[config.mk]
export PLATFORM = sky130hd
export DESIGN_NAME = thread_time_slice_sleep_unit
export DESIGN_NICKNAME = d
export VERILOG_FILES = /design/src/sv/tssu_pkg.sv /design/src/sv/tssu_ram.sv /design/src/sv/thread_time_slice_sleep_unit.sv
export SDC_FILE = /design/constraint.sdc
export NUM_CORES = 1
export LEC_CHECK = 0
export BUFFER_PORTS_ARGS = -buffer_cell sky130_fd_sc_hd__clkbuf_2
export CORE_ASPECT_RATIO = 0.6
export CORE_MARGIN = 3
export CORE_UTILIZATION = 50
export DETAILED_ROUTE_END_ITERATION = 10
export PLACE_DENSITY = 0.66
export SKIP_LAST_GASP = 1
export SLEW_MARGIN = 20
export SYNTH_ARGS = -nofsm -noshare
export SYNTH_HDL_FRONTEND = slang
export SYNTH_SLANG_ARGS = --single-unit
export TNS_END_PERCENT = 30
[constraint.sdc]
create_clock -name aclk -period 11.9 [get_ports aclk]
set_input_delay 1.19 -clock aclk [delete_from_list [all_inputs] [get_ports aclk]]
set_output_delay 1.19 -clock aclk [all_outputs]
set_load 0.01 [all_outputs]
[src/sv/tssu_pkg.sv]
// tssu_pkg: shared constants, codes and the thread table entry type
// for the thread time-slice and sleep unit
// no dependencies
`default_nettype none

package tssu_pkg;

    // sizing and kernel limits
    localparam int THREAD_SLOTS = 8;
    localparam int POOL_BYTES   = 2048;
    localparam int MIN_STACK    = 64;
    localparam int MIN_SLICE    = 1;
    localparam int IDLE_STACK   = 192;

    localparam int TID_W = (THREAD_SLOTS > 1) ? $clog2(THREAD_SLOTS) : 1;
    localparam int CNT_W = $clog2(THREAD_SLOTS + 1);

    // idle stack size after the minimum and even rounding
    localparam int IDLE_MIN  = (IDLE_STACK < MIN_STACK) ? MIN_STACK : IDLE_STACK;
    localparam int IDLE_SIZE = (IDLE_MIN + 1) & ~1;
    localparam bit IDLE_FITS = (IDLE_SIZE <= POOL_BYTES);

    // event codes
    localparam logic [2:0] ACT_TICK   = 3'd0;
    localparam logic [2:0] ACT_SELECT = 3'd1;
    localparam logic [2:0] ACT_SLEEP  = 3'd2;
    localparam logic [2:0] ACT_QUANT  = 3'd3;
    localparam logic [2:0] ACT_CREATE = 3'd4;
    localparam logic [2:0] ACT_QUERY  = 3'd5;

    // thread states
    localparam logic [2:0] ST_UNUSED   = 3'd0;
    localparam logic [2:0] ST_READY    = 3'd1;
    localparam logic [2:0] ST_RUNNING  = 3'd2;
    localparam logic [2:0] ST_SLEEPING = 3'd3;
    localparam logic [2:0] ST_ZOMBIE   = 3'd4;

    // one row of the thread table
    typedef struct packed {
        logic [2:0]  state;
        logic [7:0]  slice_length;
        logic [7:0]  slice_left;
        logic [31:0] cpu_ticks;
        logic [7:0]  wake;
    } entry_t;

endpackage

`default_nettype wire

[src/sv/tssu_ram.sv]
// tssu_ram: generic single-port-write, single-port-read ram with registered read
// no dependencies
`default_nettype none

module tssu_ram #(
    parameter int WIDTH = 8,
    parameter int DEPTH = 8
) (
    input  wire logic                     aclk,
    input  wire logic                     we,
    input  wire logic [$clog2(DEPTH)-1:0] waddr,
    input  wire logic [WIDTH-1:0]         wdata,
    input  wire logic [$clog2(DEPTH)-1:0] raddr,
    output logic      [WIDTH-1:0]         rdata
);

    logic [WIDTH-1:0] mem [DEPTH];

    // write port and registered read port
    always_ff @(posedge aclk) begin
        if (we) begin
            mem[waddr] <= wdata;
        end
        rdata <= mem[raddr];
    end

endmodule

`default_nettype wire

[src/sv/thread_time_slice_sleep_unit.sv]
// thread_time_slice_sleep_unit: per-thread slice, sleep and cpu tick table
// depends on tssu_pkg and tssu_ram
`default_nettype none

// Handles one kernel event per input beat and returns one result beat. The
// per-thread table sits in a single ram (one read, one write port, registered
// read); rows never written since reset read as their reset value through a
// row of valid flags. Select, sleep, set quantum, create, query and unknown
// events read one row and write it back only when the event changes it;
// query and unknown events write nothing. A tick sweeps every live thread
// through the ram port, one row per cycle with read and write-back
// overlapped. The next input beat is taken while a finished result still
// waits on the output register.
module thread_time_slice_sleep_unit (
    input  wire logic        aclk,
    input  wire logic        aresetn,
    input  wire logic        s_valid,
    output logic             s_ready,
    input  wire logic [2:0]  s_action,
    input  wire logic [2:0]  s_thread_id,
    input  wire logic [7:0]  s_tick_value,
    input  wire logic [15:0] s_stack_bytes,
    output logic             m_valid,
    input  wire logic        m_ready,
    output logic             m_ok,
    output logic             m_switch_now,
    output logic [2:0]       m_new_thread,
    output logic [7:0]       m_quantum_out,
    output logic [31:0]      m_cpu_ticks_out,
    output logic [3:0]       m_live_threads
);

    import tssu_pkg::*;

    localparam logic [2:0] FSM_IDLE  = 3'd0;
    localparam logic [2:0] FSM_READ  = 3'd1;
    localparam logic [2:0] FSM_EXEC  = 3'd2;
    localparam logic [2:0] FSM_SWEEP = 3'd3;
    localparam logic [2:0] FSM_OUT   = 3'd4;

    localparam logic [17:0] MIN_STACK_W = 18'(MIN_STACK);
    localparam logic [17:0] POOL_W      = 18'(POOL_BYTES);
    localparam logic [7:0]  MIN_SLICE_W = 8'(MIN_SLICE);

    logic [2:0]        fsm_reg, fsm_next;
    logic [2:0]        act_reg, act_next;
    logic [2:0]        tid_reg, tid_next;
    logic [7:0]        tv_reg, tv_next;
    logic [15:0]       sb_reg, sb_next;
    logic [TID_W-1:0]  run_reg, run_next;
    logic [CNT_W-1:0]  total_reg, total_next;
    logic [15:0]       pool_reg, pool_next;
    logic [THREAD_SLOTS-1:0] vld_reg, vld_next;
    logic [TID_W-1:0]  idx_reg, idx_next;
    logic [CNT_W-1:0]  rd_idx_reg, rd_idx_next;
    logic              pend_reg, pend_next;
    logic              res_ok_reg, res_ok_next;
    logic              res_sw_reg, res_sw_next;
    logic [2:0]        res_nt_reg, res_nt_next;
    logic [7:0]        res_q_reg, res_q_next;
    logic [31:0]       res_ct_reg, res_ct_next;
    logic              m_valid_reg, m_valid_next;
    logic              m_ok_reg, m_ok_next;
    logic              m_sw_reg, m_sw_next;
    logic [2:0]        m_nt_reg, m_nt_next;
    logic [7:0]        m_q_reg, m_q_next;
    logic [31:0]       m_ct_reg, m_ct_next;
    logic [3:0]        m_live_reg, m_live_next;

    logic              ram_we;
    logic [TID_W-1:0]  ram_waddr;
    entry_t            ram_wdata;
    logic [TID_W-1:0]  ram_raddr;
    entry_t            ram_rdata;

    entry_t            dflt;
    entry_t            cur;
    entry_t            tk;
    logic              tk_sw;
    logic              tid_ok;
    logic [7:0]        q_clamp;
    logic [17:0]       sz_min;
    logic [17:0]       sz_even;
    logic [17:0]       pool_sum;
    logic              rd_ok;
    logic              out_free;

    tssu_ram #(
        .WIDTH ($bits(entry_t)),
        .DEPTH (THREAD_SLOTS)
    ) u_table (
        .aclk  (aclk),
        .we    (ram_we),
        .waddr (ram_waddr),
        .wdata (ram_wdata),
        .raddr (ram_raddr),
        .rdata (ram_rdata)
    );

    // reset value of a row never written
    always_comb begin
        dflt.state        = (idx_reg == '0 && IDLE_FITS) ? ST_READY : ST_UNUSED;
        dflt.slice_length = MIN_SLICE_W;
        dflt.slice_left   = MIN_SLICE_W;
        dflt.cpu_ticks    = '0;
        dflt.wake         = '0;
    end

    assign cur    = vld_reg[idx_reg] ? ram_rdata : dflt;
    assign tid_ok = (8'(tid_reg) < 8'(total_reg)) && (cur.state != ST_UNUSED);
    assign q_clamp = (tv_reg < MIN_SLICE_W) ? MIN_SLICE_W : tv_reg;

    // stack size: minimum, even rounding, pool check without wrap
    assign sz_min   = (18'(sb_reg) < MIN_STACK_W) ? MIN_STACK_W : 18'(sb_reg);
    assign sz_even  = (sz_min + 18'd1) & ~18'd1;
    assign pool_sum = 18'(pool_reg) + sz_even;

    // per-row tick update: charge the running thread, count down sleepers
    always_comb begin
        tk    = cur;
        tk_sw = 1'b0;
        if (idx_reg == run_reg) begin
            if (cur.state != ST_UNUSED) begin
                tk.cpu_ticks = cur.cpu_ticks + 32'd1;
                if (cur.slice_left > 8'd1) begin
                    tk.slice_left = cur.slice_left - 8'd1;
                end else begin
                    tk.slice_left = cur.slice_length;
                    tk_sw         = 1'b1;
                end
            end else begin
                tk_sw = 1'b1;
            end
        end
        if (cur.state == ST_SLEEPING) begin
            if (cur.wake != 8'd0) begin
                tk.wake = cur.wake - 8'd1;
            end
            if (tk.wake == 8'd0) begin
                tk.state = ST_READY;
            end
        end
    end

    assign rd_ok    = rd_idx_reg < total_reg;
    assign out_free = !m_valid_reg || m_ready;
    assign s_ready  = (fsm_reg == FSM_IDLE);

    // event sequencer
    always_comb begin
        fsm_next     = fsm_reg;
        act_next     = act_reg;
        tid_next     = tid_reg;
        tv_next      = tv_reg;
        sb_next      = sb_reg;
        run_next     = run_reg;
        total_next   = total_reg;
        pool_next    = pool_reg;
        vld_next     = vld_reg;
        idx_next     = idx_reg;
        rd_idx_next  = rd_idx_reg;
        pend_next    = pend_reg;
        res_ok_next  = res_ok_reg;
        res_sw_next  = res_sw_reg;
        res_nt_next  = res_nt_reg;
        res_q_next   = res_q_reg;
        res_ct_next  = res_ct_reg;
        m_valid_next = m_valid_reg;
        m_ok_next    = m_ok_reg;
        m_sw_next    = m_sw_reg;
        m_nt_next    = m_nt_reg;
        m_q_next     = m_q_reg;
        m_ct_next    = m_ct_reg;
        m_live_next  = m_live_reg;
        ram_we       = 1'b0;
        ram_waddr    = idx_reg;
        ram_wdata    = cur;
        ram_raddr    = idx_reg;

        // output register drains independently
        if (m_valid_reg && m_ready) begin
            m_valid_next = 1'b0;
        end

        unique case (fsm_reg)
            FSM_IDLE: begin
                if (s_valid) begin
                    act_next    = s_action;
                    tid_next    = s_thread_id;
                    tv_next     = s_tick_value;
                    sb_next     = s_stack_bytes;
                    res_ok_next = 1'b0;
                    res_sw_next = 1'b0;
                    res_nt_next = '0;
                    res_q_next  = '0;
                    res_ct_next = '0;
                    rd_idx_next = '0;
                    pend_next   = 1'b0;
                    fsm_next    = (s_action == ACT_TICK) ? FSM_SWEEP : FSM_READ;
                end
            end
            FSM_READ: begin
                case (act_reg)
                    ACT_SLEEP:  ram_raddr = run_reg;
                    ACT_CREATE: ram_raddr = TID_W'(total_reg);
                    default:    ram_raddr = TID_W'(tid_reg);
                endcase
                idx_next = ram_raddr;
                fsm_next = FSM_EXEC;
            end
            FSM_EXEC: begin
                fsm_next = FSM_OUT;
                unique case (act_reg)
                    ACT_SELECT: begin
                        if (tid_ok) begin
                            run_next             = idx_reg;
                            ram_wdata.slice_left = cur.slice_length;
                            ram_we               = 1'b1;
                            res_ok_next          = 1'b1;
                        end
                    end
                    ACT_SLEEP: begin
                        res_ok_next = 1'b1;
                        res_sw_next = 1'b1;
                        if (tv_reg != 8'd0) begin
                            ram_wdata.wake  = tv_reg;
                            ram_wdata.state = ST_SLEEPING;
                            ram_we          = 1'b1;
                        end
                    end
                    ACT_QUANT: begin
                        if (tid_ok) begin
                            ram_wdata.slice_length = q_clamp;
                            if (cur.slice_left > q_clamp) begin
                                ram_wdata.slice_left = q_clamp;
                            end
                            ram_we      = 1'b1;
                            res_ok_next = 1'b1;
                        end
                    end
                    ACT_CREATE: begin
                        if (sb_reg != 16'd0 && total_reg < CNT_W'(THREAD_SLOTS)
                                && pool_sum <= POOL_W) begin
                            ram_wdata.state        = ST_READY;
                            ram_wdata.slice_length = MIN_SLICE_W;
                            ram_wdata.slice_left   = MIN_SLICE_W;
                            ram_wdata.wake         = '0;
                            ram_we                 = 1'b1;
                            pool_next              = pool_sum[15:0];
                            total_next             = total_reg + CNT_W'(1);
                            res_nt_next            = 3'(total_reg);
                            res_ok_next            = 1'b1;
                        end
                    end
                    ACT_QUERY: begin
                        if (tid_ok) begin
                            res_q_next  = cur.slice_length;
                            res_ct_next = cur.cpu_ticks;
                            res_ok_next = 1'b1;
                        end
                    end
                    default: begin
                    end
                endcase
            end
            FSM_SWEEP: begin
                // read the next row while writing back the previous one
                ram_raddr   = TID_W'(rd_idx_reg);
                pend_next   = rd_ok;
                idx_next    = TID_W'(rd_idx_reg);
                res_ok_next = 1'b1;
                if (rd_ok) begin
                    rd_idx_next = rd_idx_reg + CNT_W'(1);
                end
                if (pend_reg) begin
                    ram_we    = 1'b1;
                    ram_wdata = tk;
                    if (tk_sw) begin
                        res_sw_next = 1'b1;
                    end
                end
                if (!rd_ok) begin
                    fsm_next = FSM_OUT;
                end
            end
            FSM_OUT: begin
                if (out_free) begin
                    m_valid_next = 1'b1;
                    m_ok_next    = res_ok_reg;
                    m_sw_next    = res_sw_reg;
                    m_nt_next    = res_nt_reg;
                    m_q_next     = res_q_reg;
                    m_ct_next    = res_ct_reg;
                    m_live_next  = 4'(total_reg);
                    fsm_next     = FSM_IDLE;
                end
            end
            default: begin
                fsm_next = FSM_IDLE;
            end
        endcase

        if (ram_we) begin
            vld_next[ram_waddr] = 1'b1;
        end
    end

    // control state
    always_ff @(posedge aclk) begin
        if (!aresetn) begin
            fsm_reg     <= FSM_IDLE;
            run_reg     <= '0;
            total_reg   <= CNT_W'(1);
            pool_reg    <= IDLE_FITS ? 16'(IDLE_SIZE) : 16'd0;
            vld_reg     <= '0;
            pend_reg    <= 1'b0;
            m_valid_reg <= 1'b0;
        end else begin
            fsm_reg     <= fsm_next;
            run_reg     <= run_next;
            total_reg   <= total_next;
            pool_reg    <= pool_next;
            vld_reg     <= vld_next;
            pend_reg    <= pend_next;
            m_valid_reg <= m_valid_next;
        end
    end

    // payload and scratch registers
    always_ff @(posedge aclk) begin
        act_reg    <= act_next;
        tid_reg    <= tid_next;
        tv_reg     <= tv_next;
        sb_reg     <= sb_next;
        idx_reg    <= idx_next;
        rd_idx_reg <= rd_idx_next;
        res_ok_reg <= res_ok_next;
        res_sw_reg <= res_sw_next;
        res_nt_reg <= res_nt_next;
        res_q_reg  <= res_q_next;
        res_ct_reg <= res_ct_next;
        m_ok_reg   <= m_ok_next;
        m_sw_reg   <= m_sw_next;
        m_nt_reg   <= m_nt_next;
        m_q_reg    <= m_q_next;
        m_ct_reg   <= m_ct_next;
        m_live_reg <= m_live_next;
    end

    assign m_valid         = m_valid_reg;
    assign m_ok            = m_ok_reg;
    assign m_switch_now    = m_sw_reg;
    assign m_new_thread    = m_nt_reg;
    assign m_quantum_out   = m_q_reg;
    assign m_cpu_ticks_out = m_ct_reg;
    assign m_live_threads  = m_live_reg;

endmodule

`default_nettype wire

Yosys cells after proc, flatten, opt, wreduce, memory -nomap -nowiden
Memory sizes are Yosys's and may differ from the RTL's. A register that Yosys moved wholly into a read port is not among the register bits. Index checks and enable logic that the tools add are counted.

Input bits: 34. Memories kept: 1. Register bits: 167. RAM bits: 472.

Memory list: u_table.mem (depth 8, width 59, read ports 1, clocked after Yosys merged registers in 1, wr ports 1, line tssu_ram.sv:17) `logic [WIDTH-1:0] mem [DEPTH];`.

Bitwise logic cells: 1. Muxes and demuxes: 77. Equality and inequality tests: 25. $add $sub $neg: 7. $lt $le $gt $ge: 10. Reductions and logical operators: 31.

Operators with widths (count): 32-bit two-way mux (4); 59-bit two-way mux (2); 8-bit two-way mux (12); 40-bit two-way mux (2); 32-bit one-hot mux with 2 select lines (1); 8-bit one-hot mux with 2 select lines (4); 19-bit one-hot mux with 2 select lines (1); 32-bit by 1-bit adder with 32-bit output (second input constant) (1); 16-bit two-way mux (2); 3-bit two-way mux (9); 3-bit one-hot mux with 2 select lines (4); 8-bit one-hot mux with 3 select lines (1); 1-bit two-way mux (21); 19-bit two-way mux (1); 16-bit by 17-bit adder with 18-bit output (1); 18-bit by 12-bit <= comparator with 1-bit output (second input constant) (1); 16-bit by 1-bit adder with 17-bit output (second input constant) (1); 16-bit by 7-bit < comparator with 1-bit output (second input constant) (1); 2-bit != test (second input constant) (8); 16-bit nonzero test (1); 8-bit nonzero test (2); 8-bit by 1-bit subtractor with 8-bit output (second input constant) (2); 3-bit by 2-bit == test with 1-bit output (second input constant) (5); 3-bit one-hot mux with 5 select lines (1); other kinds (36) (63).

Longest topological paths before layout
Gate-level depths: netlist (run 1).

Depth in word-level cells: 11. Depth in mapped cells: 21.

Modules after synthesis
A second synthesis (run 1) with hierarchy kept.

Cell total of the unflattened synthesis: 1817. Area, all modules: 29020.3 um^2.

By module, submodules not included: tssu_ram (cells an instance 754, area each 18928.2 um^2, instances 1); thread_time_slice_sleep_unit (cells an instance 1063, area each 10092.2 um^2, instances 1).

Least setup slack after synthesis (run 1)
No wires, ideal clock.

Path kind: register -> register. Start: reg sb_reg[11]. End: mem u_table.mem[4][0] (netlist bit) (enable). Period minus slack after synthesis: 8.842 ns. Cell stages (with the launch flop): 18. Arrival: 8.282 ns. Slack: 3.058 ns. Buffers on the path: 0. Required time: 11.339 ns. Cells stage by stage: edfxtp_1 > nor4_1 > nand2_1 > nor3_1 > nor2b_1 > ha_1 > nand3_1 > xor2_1 > nand2b_1 > ha_1 > nor2b_1 > or4_4 > a2111oi_2 > a41oi_1 > nand4b_4 > o21ai_1 > a21oi_1 > nor3b_1.

Longest elaborated chain between the ends: 11.

RTL lines: from (decl) (line thread_time_slice_sleep_unit.sv:49) `logic [15:0] sb_reg, sb_next;`; from (signal assigned) (line thread_time_slice_sleep_unit.sv:334) `sb_reg <= sb_next;`; 16-bit by 7-bit < comparator with 1-bit output (line thread_time_slice_sleep_unit.sv:114) `assign sz_min = (18'(sb_reg) < MIN_STACK_W) ? MIN_STACK_W : 18'(sb_reg);`; 16-bit two-way mux (line thread_time_slice_sleep_unit.sv:114); 16-bit by 1-bit adder with 17-bit output (line thread_time_slice_sleep_unit.sv:115) `assign sz_even = (sz_min + 18'd1) & ~18'd1;`; 16-bit by 17-bit adder with 18-bit output (line thread_time_slice_sleep_unit.sv:116) `assign pool_sum = 18'(pool_reg) + sz_even;`; 18-bit by 12-bit <= comparator with 1-bit output (line thread_time_slice_sleep_unit.sv:243) `&& pool_sum <= POOL_W) begin`; 1-bit logical AND * (line thread_time_slice_sleep_unit.sv:243); 1-bit two-way mux * (line thread_time_slice_sleep_unit.sv:242) `if (sb_reg != 16'd0 && total_reg < CNT_W'(THREAD_SLOTS)`; 1-bit one-hot mux with 3 select lines * (line thread_time_slice_sleep_unit.sv:213) `unique case (act_reg)`; 1-bit one-hot mux with 2 select lines * (line thread_time_slice_sleep_unit.sv:185) `unique case (fsm_reg)`; 1-bit two-way mux * (line tssu_ram.sv:21) `if (we) begin`; 1-bit two-way mux (implied by the code) * (line tssu_ram.sv:22) `mem[waddr] <= wdata;`; to (decl) (line tssu_ram.sv:17).

Every way passes the cells marked *; elsewhere a longest branch is shown, timed or not.

Worst setup path in the final report (run 1)
Start: reg sb_reg[6]. End: mem u_table.mem[1][19] (netlist bit) (enable).

The elaborated chain is that of the path after synthesis.

==> flow_metrics.env, run 1 <==
export IMPL_status="finished clean"
export IMPL_synth_most_common_cell="nand2_1"
export IMPL_grt_max_degree=102
export IMPL_synth_common_cells="644 x nand2_1, 600 x edfxtp_1, 320 x nand3_1"
export IMPL_core_sq_mm=0.0579
export IMPL_setup_viol=0
export IMPL_ctsResizeCount=0
export IMPL_synth_edf_count=600
export IMPL_synthTopCellsByArea="edfxtp_1 61%, nand2_1 8.2%, dfxtp_1 6.6%, nand3_1 5.4%, o21ai_0 2.1%"
export IMPL_fin_util_pct=56.7
export IMPL_finalNonFillerCells=3429
export IMPL_cts_tree="done"
export IMPL_fin_crit_ps=6730
export IMPL_synth_top_family_by_area="simple AND/OR/NAND/NOR gates"
export IMPL_fin_worst_skew_ps=17.9
export IMPL_dp_cells=3308
export IMPL_finalCritPeriodShare_pct=56.6
export IMPL_p_leak_nw=12.0
export IMPL_crit_path_max_incr_delay_ps=850
export IMPL_path_max_fanout=52
export IMPL_crit_type="reg -> reg"
export IMPL_synthAdderAreaFrac_pct=1.60
export IMPL_numCtsBuffers=66
export IMPL_die_x_um=319
export IMPL_timing_worst_slew_pin_value_ps=1140
export IMPL_synth_xor_area_share_pct=1.79
export IMPL_start_kind="register"
export IMPL_finalMaxSlewViolations=0
export IMPL_insertion_delay_ps=620
export IMPL_total_power_mw=6.23
export IMPL_timing_slew_headroom_pct=23.6
export IMPL_regMostFlops="u_table.mem"
export IMPL_clock_sinks=697
export IMPL_avgSynthCellArea_sq_um=11.5
export IMPL_gr_total_overflow=0
export IMPL_top_regs="u_table.mem: 472 flops, u_table.rdata: 59 flops"
export IMPL_antenna_left=0
export IMPL_end_kind="register"
export IMPL_drive_gt1_share_pct=9.85
export IMPL_drv_cap=0
export IMPL_synthesis_nets=2634
export IMPL_largest_reg_flops=472
export IMPL_ys_warnings_count=0
export IMPL_diodes=0
export IMPL_ys_seq_elements=697
export IMPL_path_cells="nor4_1 > nand2_1 > nor3_1 > nor2b_1 > ha_1 > nand3_1 > xor2_1 > nor2_1 > ha_1 > nand2_1 > o31a_2 > a211o_1 > mux2i_1 > nor3_1 > o211ai_2 > o21ai_1 > a21oi_1 > nor3_2 > buf_4"
export IMPL_yosysTopAreaCellShare_pct=61.2
export IMPL_avgViaCountPerCell=5.94
export IMPL_initial_core_util_pct=50.9
export IMPL_synth_async_reset_ratio_pct=0
export IMPL_nets=2678
export IMPL_synthCells=2563
export IMPL_vias=20383
export IMPL_regArea_sq_mm=0.0200
export IMPL_synth_compound_area_share_pct=6.32
export IMPL_vdd_drop_max_uv=130
export IMPL_hp_class="reg -> reg"
export IMPL_dieArea_sq_mm=0.0619
export IMPL_crit_slowest_cell="buf_4"
export IMPL_power_density_mw_per_mm2=190
export IMPL_grt_usage_pct=25.0
export IMPL_wl_per_cell_um=22.6
export IMPL_root_buffer="clkbuf_16"
export IMPL_first_pass_iters=6
export IMPL_grt_pass1_vias=19230
export IMPL_nFillCells=4794
export IMPL_drt_iter0_markers=2695
export IMPL_synth_simple_area_share_pct=19.3
export IMPL_fmax_mhz=148
export IMPL_postCtsHoldBufs=0
export IMPL_route_detailed_drc=0
export IMPL_ys_types=78
export IMPL_synth_seq_area_share_pct=67.8
export IMPL_postCtsSetupRepairBufs=0
export IMPL_cts_htree_levels=3
export IMPL_dp_hpwl_um=46700
export IMPL_clk_path_buf_depth=3
export IMPL_synth_top_area_cell="edfxtp_1"
export IMPL_antenna_found_initial=0
export IMPL_setup_tns_ps=0
export IMPL_num_rows=68
export IMPL_die_y_um=194
export IMPL_area_delta_synth_final_pct=11.5
export IMPL_cts_clk_slew_worst_paths_ps=60
export IMPL_io_buffers=84
export IMPL_grt_pass1_wl_um=119000
export IMPL_gp_congestion=0.963
export IMPL_finalHoldViolations=0
export IMPL_critPathArrivalTime_ps=6970
export IMPL_ios=85
export IMPL_rsz0062_at_grt="no"
export IMPL_regToRegSetupSlack_ps=5170
export IMPL_synth_cell_area_sq_mm=0.0294
export IMPL_ys_flop_type="edfxtp_1"
export IMPL_synthMuxAreaShare_pct=0.706
export IMPL_wirelength_um=77700
export IMPL_crit_required_ps=12130
export IMPL_multi_input_area_sq_mm=0.00887
## worst paths after layout
check | start | cells after the start | end
worst max register to register | sb_reg[6]$_DFFE_PP_ | 19 | u_table.mem[1][19]$_DFFE_PP_
worst min register to register | res_ct_reg[9]$_SDFFCE_PN0P_ | 0 | m_cpu_ticks_out[9]$_DFFE_PP_
worst min-delay path | res_ct_reg[9]$_SDFFCE_PN0P_ | 0 | m_cpu_ticks_out[9]$_DFFE_PP_
worst max-delay path | sb_reg[6]$_DFFE_PP_ | 19 | u_table.mem[1][19]$_DFFE_PP_
## final cells by class
cell class              instances  share of cell area (%)
clock inverters                29                    1.08
inverters                      40                   0.477
flip-flops and latches        697                    60.8
repair buffers                121                    2.15
multi-input cells            1681                    27.0
well taps                     770                    2.94
clock buffers                  91                    5.51
## through the flow
stage	hold WS [ps]	instance area, sq um	setup WS (ps)
2_1_floorplan	400	29400	3060
3_3_place_gp	403	30600	5390
3_5_place_dp	405	30600	5260
4_1_cts	411	32800	5220
5_1_grt	421	32800	4690
6_report	409	32800	5170
## routing by layer
layer / global-route usage [%] / up-vias / share of wire, %
met5: 0.996 / - / 0.11
met4: 5.79 / 4 / 1.7
met3: 6.24 / 106 / 10
met2: 34.3 / 982 / 41
met1: 39.5 / 9953 / 47
li1: - / 9338 / -
## critical path: cells and delay by family (launching register included)
kind            cells  cell delay [ps]
buf+inv             1              850
simple gates        9             2460
flops               1              470
compound gates      5             1520
xor+xnor            1              150
mux                 1              130
fa+ha+maj           2              690
## where the power goes
| part | total [mW] | switching (mW) | internal, mW |
|---|---|---|---|
| sequential | 2.97 | 0.190 | 2.78 |
| combinational | 1.14 | 0.792 | 0.353 |
| clock | 2.11 | 0.935 | 1.18 |
## logic make-up (layout without fill, tap and decap cells)
| kind of cell | Yosys count | in the layout |
|---|---|---|
| compound gates | 300 | 300 |
| mux | 18 | 18 |
| simple gates | 1266 | 1266 |
| xor+xnor | 60 | 60 |
| fa+ha+maj | 37 | 37 |
| flops | 697 | 697 |
| buf+inv | 185 | 281 |
## cells in the final DEF, fill, tap and decap left out, types with 37 or more instances in the layout
cell / Yosys / final
a21oi_1: 53 / 53
and3_1: 52 / 52
clkbuf_16: 0 / 67
clkbuf_2: 0 / 84
dfxtp_1: 97 / 97
edfxtp_1: 600 / 600
inv_1: 39 / 37
nand2_1: 644 / 644
nand3_1: 320 / 320
nor2_1: 111 / 109
o21ai_0: 126 / 124
No activity file was read; power rests on OpenSTA's default activity.
==> run 2: changes to the inputs <==
Settings changed: PLACE_DENSITY 0.66 to 0.69.
Clock period 11.9 ns to 5.85 ns, I/O delays scaled along.
==> flow_metrics.env, run 2 (synthesized netlist as in run 1, its figures left out) <==
export IMPL_status="finished clean"
export IMPL_die_y_um=194
export IMPL_crit_slowest_cell="a21oi_1"
export IMPL_core_sq_mm=0.0579
export IMPL_insertion_delay_ps=640
export IMPL_top_layer="met5"
export IMPL_first_pass_iters=6
export IMPL_grt_pass1_wl_um=120000
export IMPL_dp_cells=3329
export IMPL_end_kind="register"
export IMPL_start_kind="register"
export IMPL_io_buffers=84
export IMPL_timing_slew_headroom_pct=27.9
export IMPL_cts_tree="done"
export IMPL_path_cells="nor4_1 > nand2_1 > nor3_2 > nor2b_1 > ha_1 > xnor2_1 > inv_1 > fa_1 > nand2b_1 > a21oi_1 > o31ai_1 > o21ai_0 > xnor2_1 > nand4b_4 > o21a_1 > a21oi_1 > o221ai_1"
export IMPL_path_max_fanout=8
export IMPL_initial_core_util_pct=50.9
export IMPL_diodes=0
export IMPL_place_ws_ps=365
export IMPL_vias=20619
export IMPL_drv_cap=0
export IMPL_route_detailed_drc=0
export IMPL_area_delta_synth_final_pct=12.4
export IMPL_fin_worst_skew_ps=49.0
export IMPL_fmax_mhz=179
export IMPL_drt_iter0_markers=2778
export IMPL_timing_rr_start="sb_reg[11]$_DFFE_PP_"
export IMPL_finalCritPeriodShare_pct=95.4
export IMPL_die_x_um=319
export IMPL_wl_met2_um=33100
export IMPL_min_from="s_tick_value[7]"
export IMPL_regMostFlops="u_table.mem"
export IMPL_regToRegSetupSlack_ps=270
export IMPL_rsz0062_at_grt="yes"
export IMPL_num_rows=68
export IMPL_crit_path_max_incr_delay_ps=580
export IMPL_clock_sinks=697
export IMPL_hp_class="in -> reg"
export IMPL_nets=2694
export IMPL_antenna_found_initial=2
export IMPL_wirelength_um=79100
export IMPL_crit_required_ps=6120
export IMPL_drive_gt1_share_pct=10.5
export IMPL_dieArea_sq_mm=0.0619
export IMPL_finalNonFillerCells=3445
export IMPL_holdPathEnd="tv_reg[7]$_DFFE_PP_"
export IMPL_r2r_end="u_table.mem[4][2]$_DFFE_PP_"
export IMPL_root_buffer="clkbuf_16"
export IMPL_final_common_cell="nand2_1"
export IMPL_largest_reg_flops=472
export IMPL_clk_path_buf_depth=3
export IMPL_avgViaCountPerCell=5.99
export IMPL_postCtsHoldBufs=0
export IMPL_grt_max_degree=167
export IMPL_finalHoldViolations=0
export IMPL_worst_slack_ps=268
export IMPL_grt_pass1_vias=19379
export IMPL_dp_hpwl_um=49500
export IMPL_setup_viol=0
export IMPL_timing_worst_slew_pin_value_ps=1080
export IMPL_critPathArrivalTime_ps=5850
export IMPL_top_regs="u_table.mem: 472 flops, u_table.rdata: 59 flops"
export IMPL_numCtsBuffers=61
export IMPL_cts_htree_levels=2
export IMPL_gp_congestion=0.955
export IMPL_antenna_left=0
export IMPL_p_leak_nw=12.1
export IMPL_crit_type="reg -> reg"
export IMPL_wl_per_cell_um=23.0
export IMPL_grt_usage_pct=25.1
export IMPL_cts_clk_slew_worst_paths_ps=70
export IMPL_m1WireLength_um=35000
export IMPL_finalMaxSlewViolations=0
export IMPL_gr_total_overflow=0
export IMPL_final_cell_mix="644 x nand2_1, 600 x edfxtp_1, 320 x nand3_1, 122 x o21ai_0, 109 x nor2_1"
export IMPL_holdPathStages=1
export IMPL_ios=85
export IMPL_met3_length_um=9390
export IMPL_crit_start="sb_reg[11]$_DFFE_PP_"
export IMPL_power_density_mw_per_mm2=378
export IMPL_vdd_drop_max_uv=256
export IMPL_fin_crit_ps=5580
export IMPL_r2r_cells=17
[run 2: cell count changes in the layout (fill, tap and decap cells not counted), sizes merged]
| cell | previous run | this run |
|---|---|---|
| bufinv | 4 | 6 |
| inv | 44 | 42 |
| clkbuf | 175 | 155 |
| clkinvlp | 2 | 7 |
| clkinv | 19 | 29 |
| buf | 37 | 58 |
[run 2: power breakdown]
part	leakage [nW]	internal (mW)	total, mW	switching (mW)
Combinational	5.06	0.748	2.39	1.64
Sequential	6.08	5.66	6.05	0.389
Clock	0.966	2.22	4.06	1.84
[run 2: layout make-up]
| class | instances | area [sq um] |
|---|---|---|
| Multi-Input combinational cell | 1681 | 8910 |
| Sequential cell | 697 | 20000 |
| Clock inverter | 44 | 423 |
| Fill cell | 4642 | 24800 |
| Inverter | 40 | 156 |
| Tap cell | 770 | 963 |
| Clock buffer | 71 | 1580 |
| Timing Repair Buffer | 142 | 1080 |
[run 2: critical path: cells and delay by family (launching register included)]
kind                     cells  cell delay, ps
flip-flops                   1             450
AND/OR/NAND/NOR              6            1240
buffers and inverters        1             100
adder cells (fa/ha/maj)      2             700
XOR/XNOR                     2             510
AO/OA/AOI/OAI                6            2200
[run 2: worst max path at each step]
stage          depth (start not counted)  slack [ps]                           end
4_1_cts                               17         340  u_table.mem[2][42]$_DFFE_PP_
5_1_grt                               18         -60  u_table.mem[0][53]$_DFFE_PP_
2_1_floorplan                         17           8   u_table.mem[4][0]$_DFFE_PP_
6_report                              17         270   u_table.mem[4][2]$_DFFE_PP_
3_5_place_dp                          17         360  u_table.mem[3][42]$_DFFE_PP_
3_3_place_gp                          19         450  u_table.mem[6][17]$_DFFE_PP_
[run 2: layer usage]
metal  vias to the layer above  track usage (%)
li1                       9365                -
met1                      9986             38.3
met2                      1140             35.6
met3                       124             7.41
met4                         4             5.38
met5                         -            0.766
[run 2: what timing repair did]
action	4_1_cts	5_1_grt
setup endpoints to repair	0	232
setup buffers	0	1
resized for setup	0	4
[run 2: stage by stage]
| stage | area (sq um) | total power [mW] | utilization [%] | TNS (ps) | hold WS, ps |
|---|---|---|---|---|---|
| 6_report | 33100 | 12.5 | 57.2 | 0 | 119 |
| 5_1_grt | 33100 | 13.1 | 57.2 | -3960 | 98.6 |
| 4_1_cts | 33100 | 12.5 | 57.1 | 0 | 90.2 |
| 3_5_place_dp | 31100 | 8.50 | 53.7 | 0 | 405 |
| 3_3_place_gp | 31100 | 8.45 | 53.7 | 0 | 402 |
| 2_1_floorplan | 29500 | 7.68 | - | 0 | 400 |
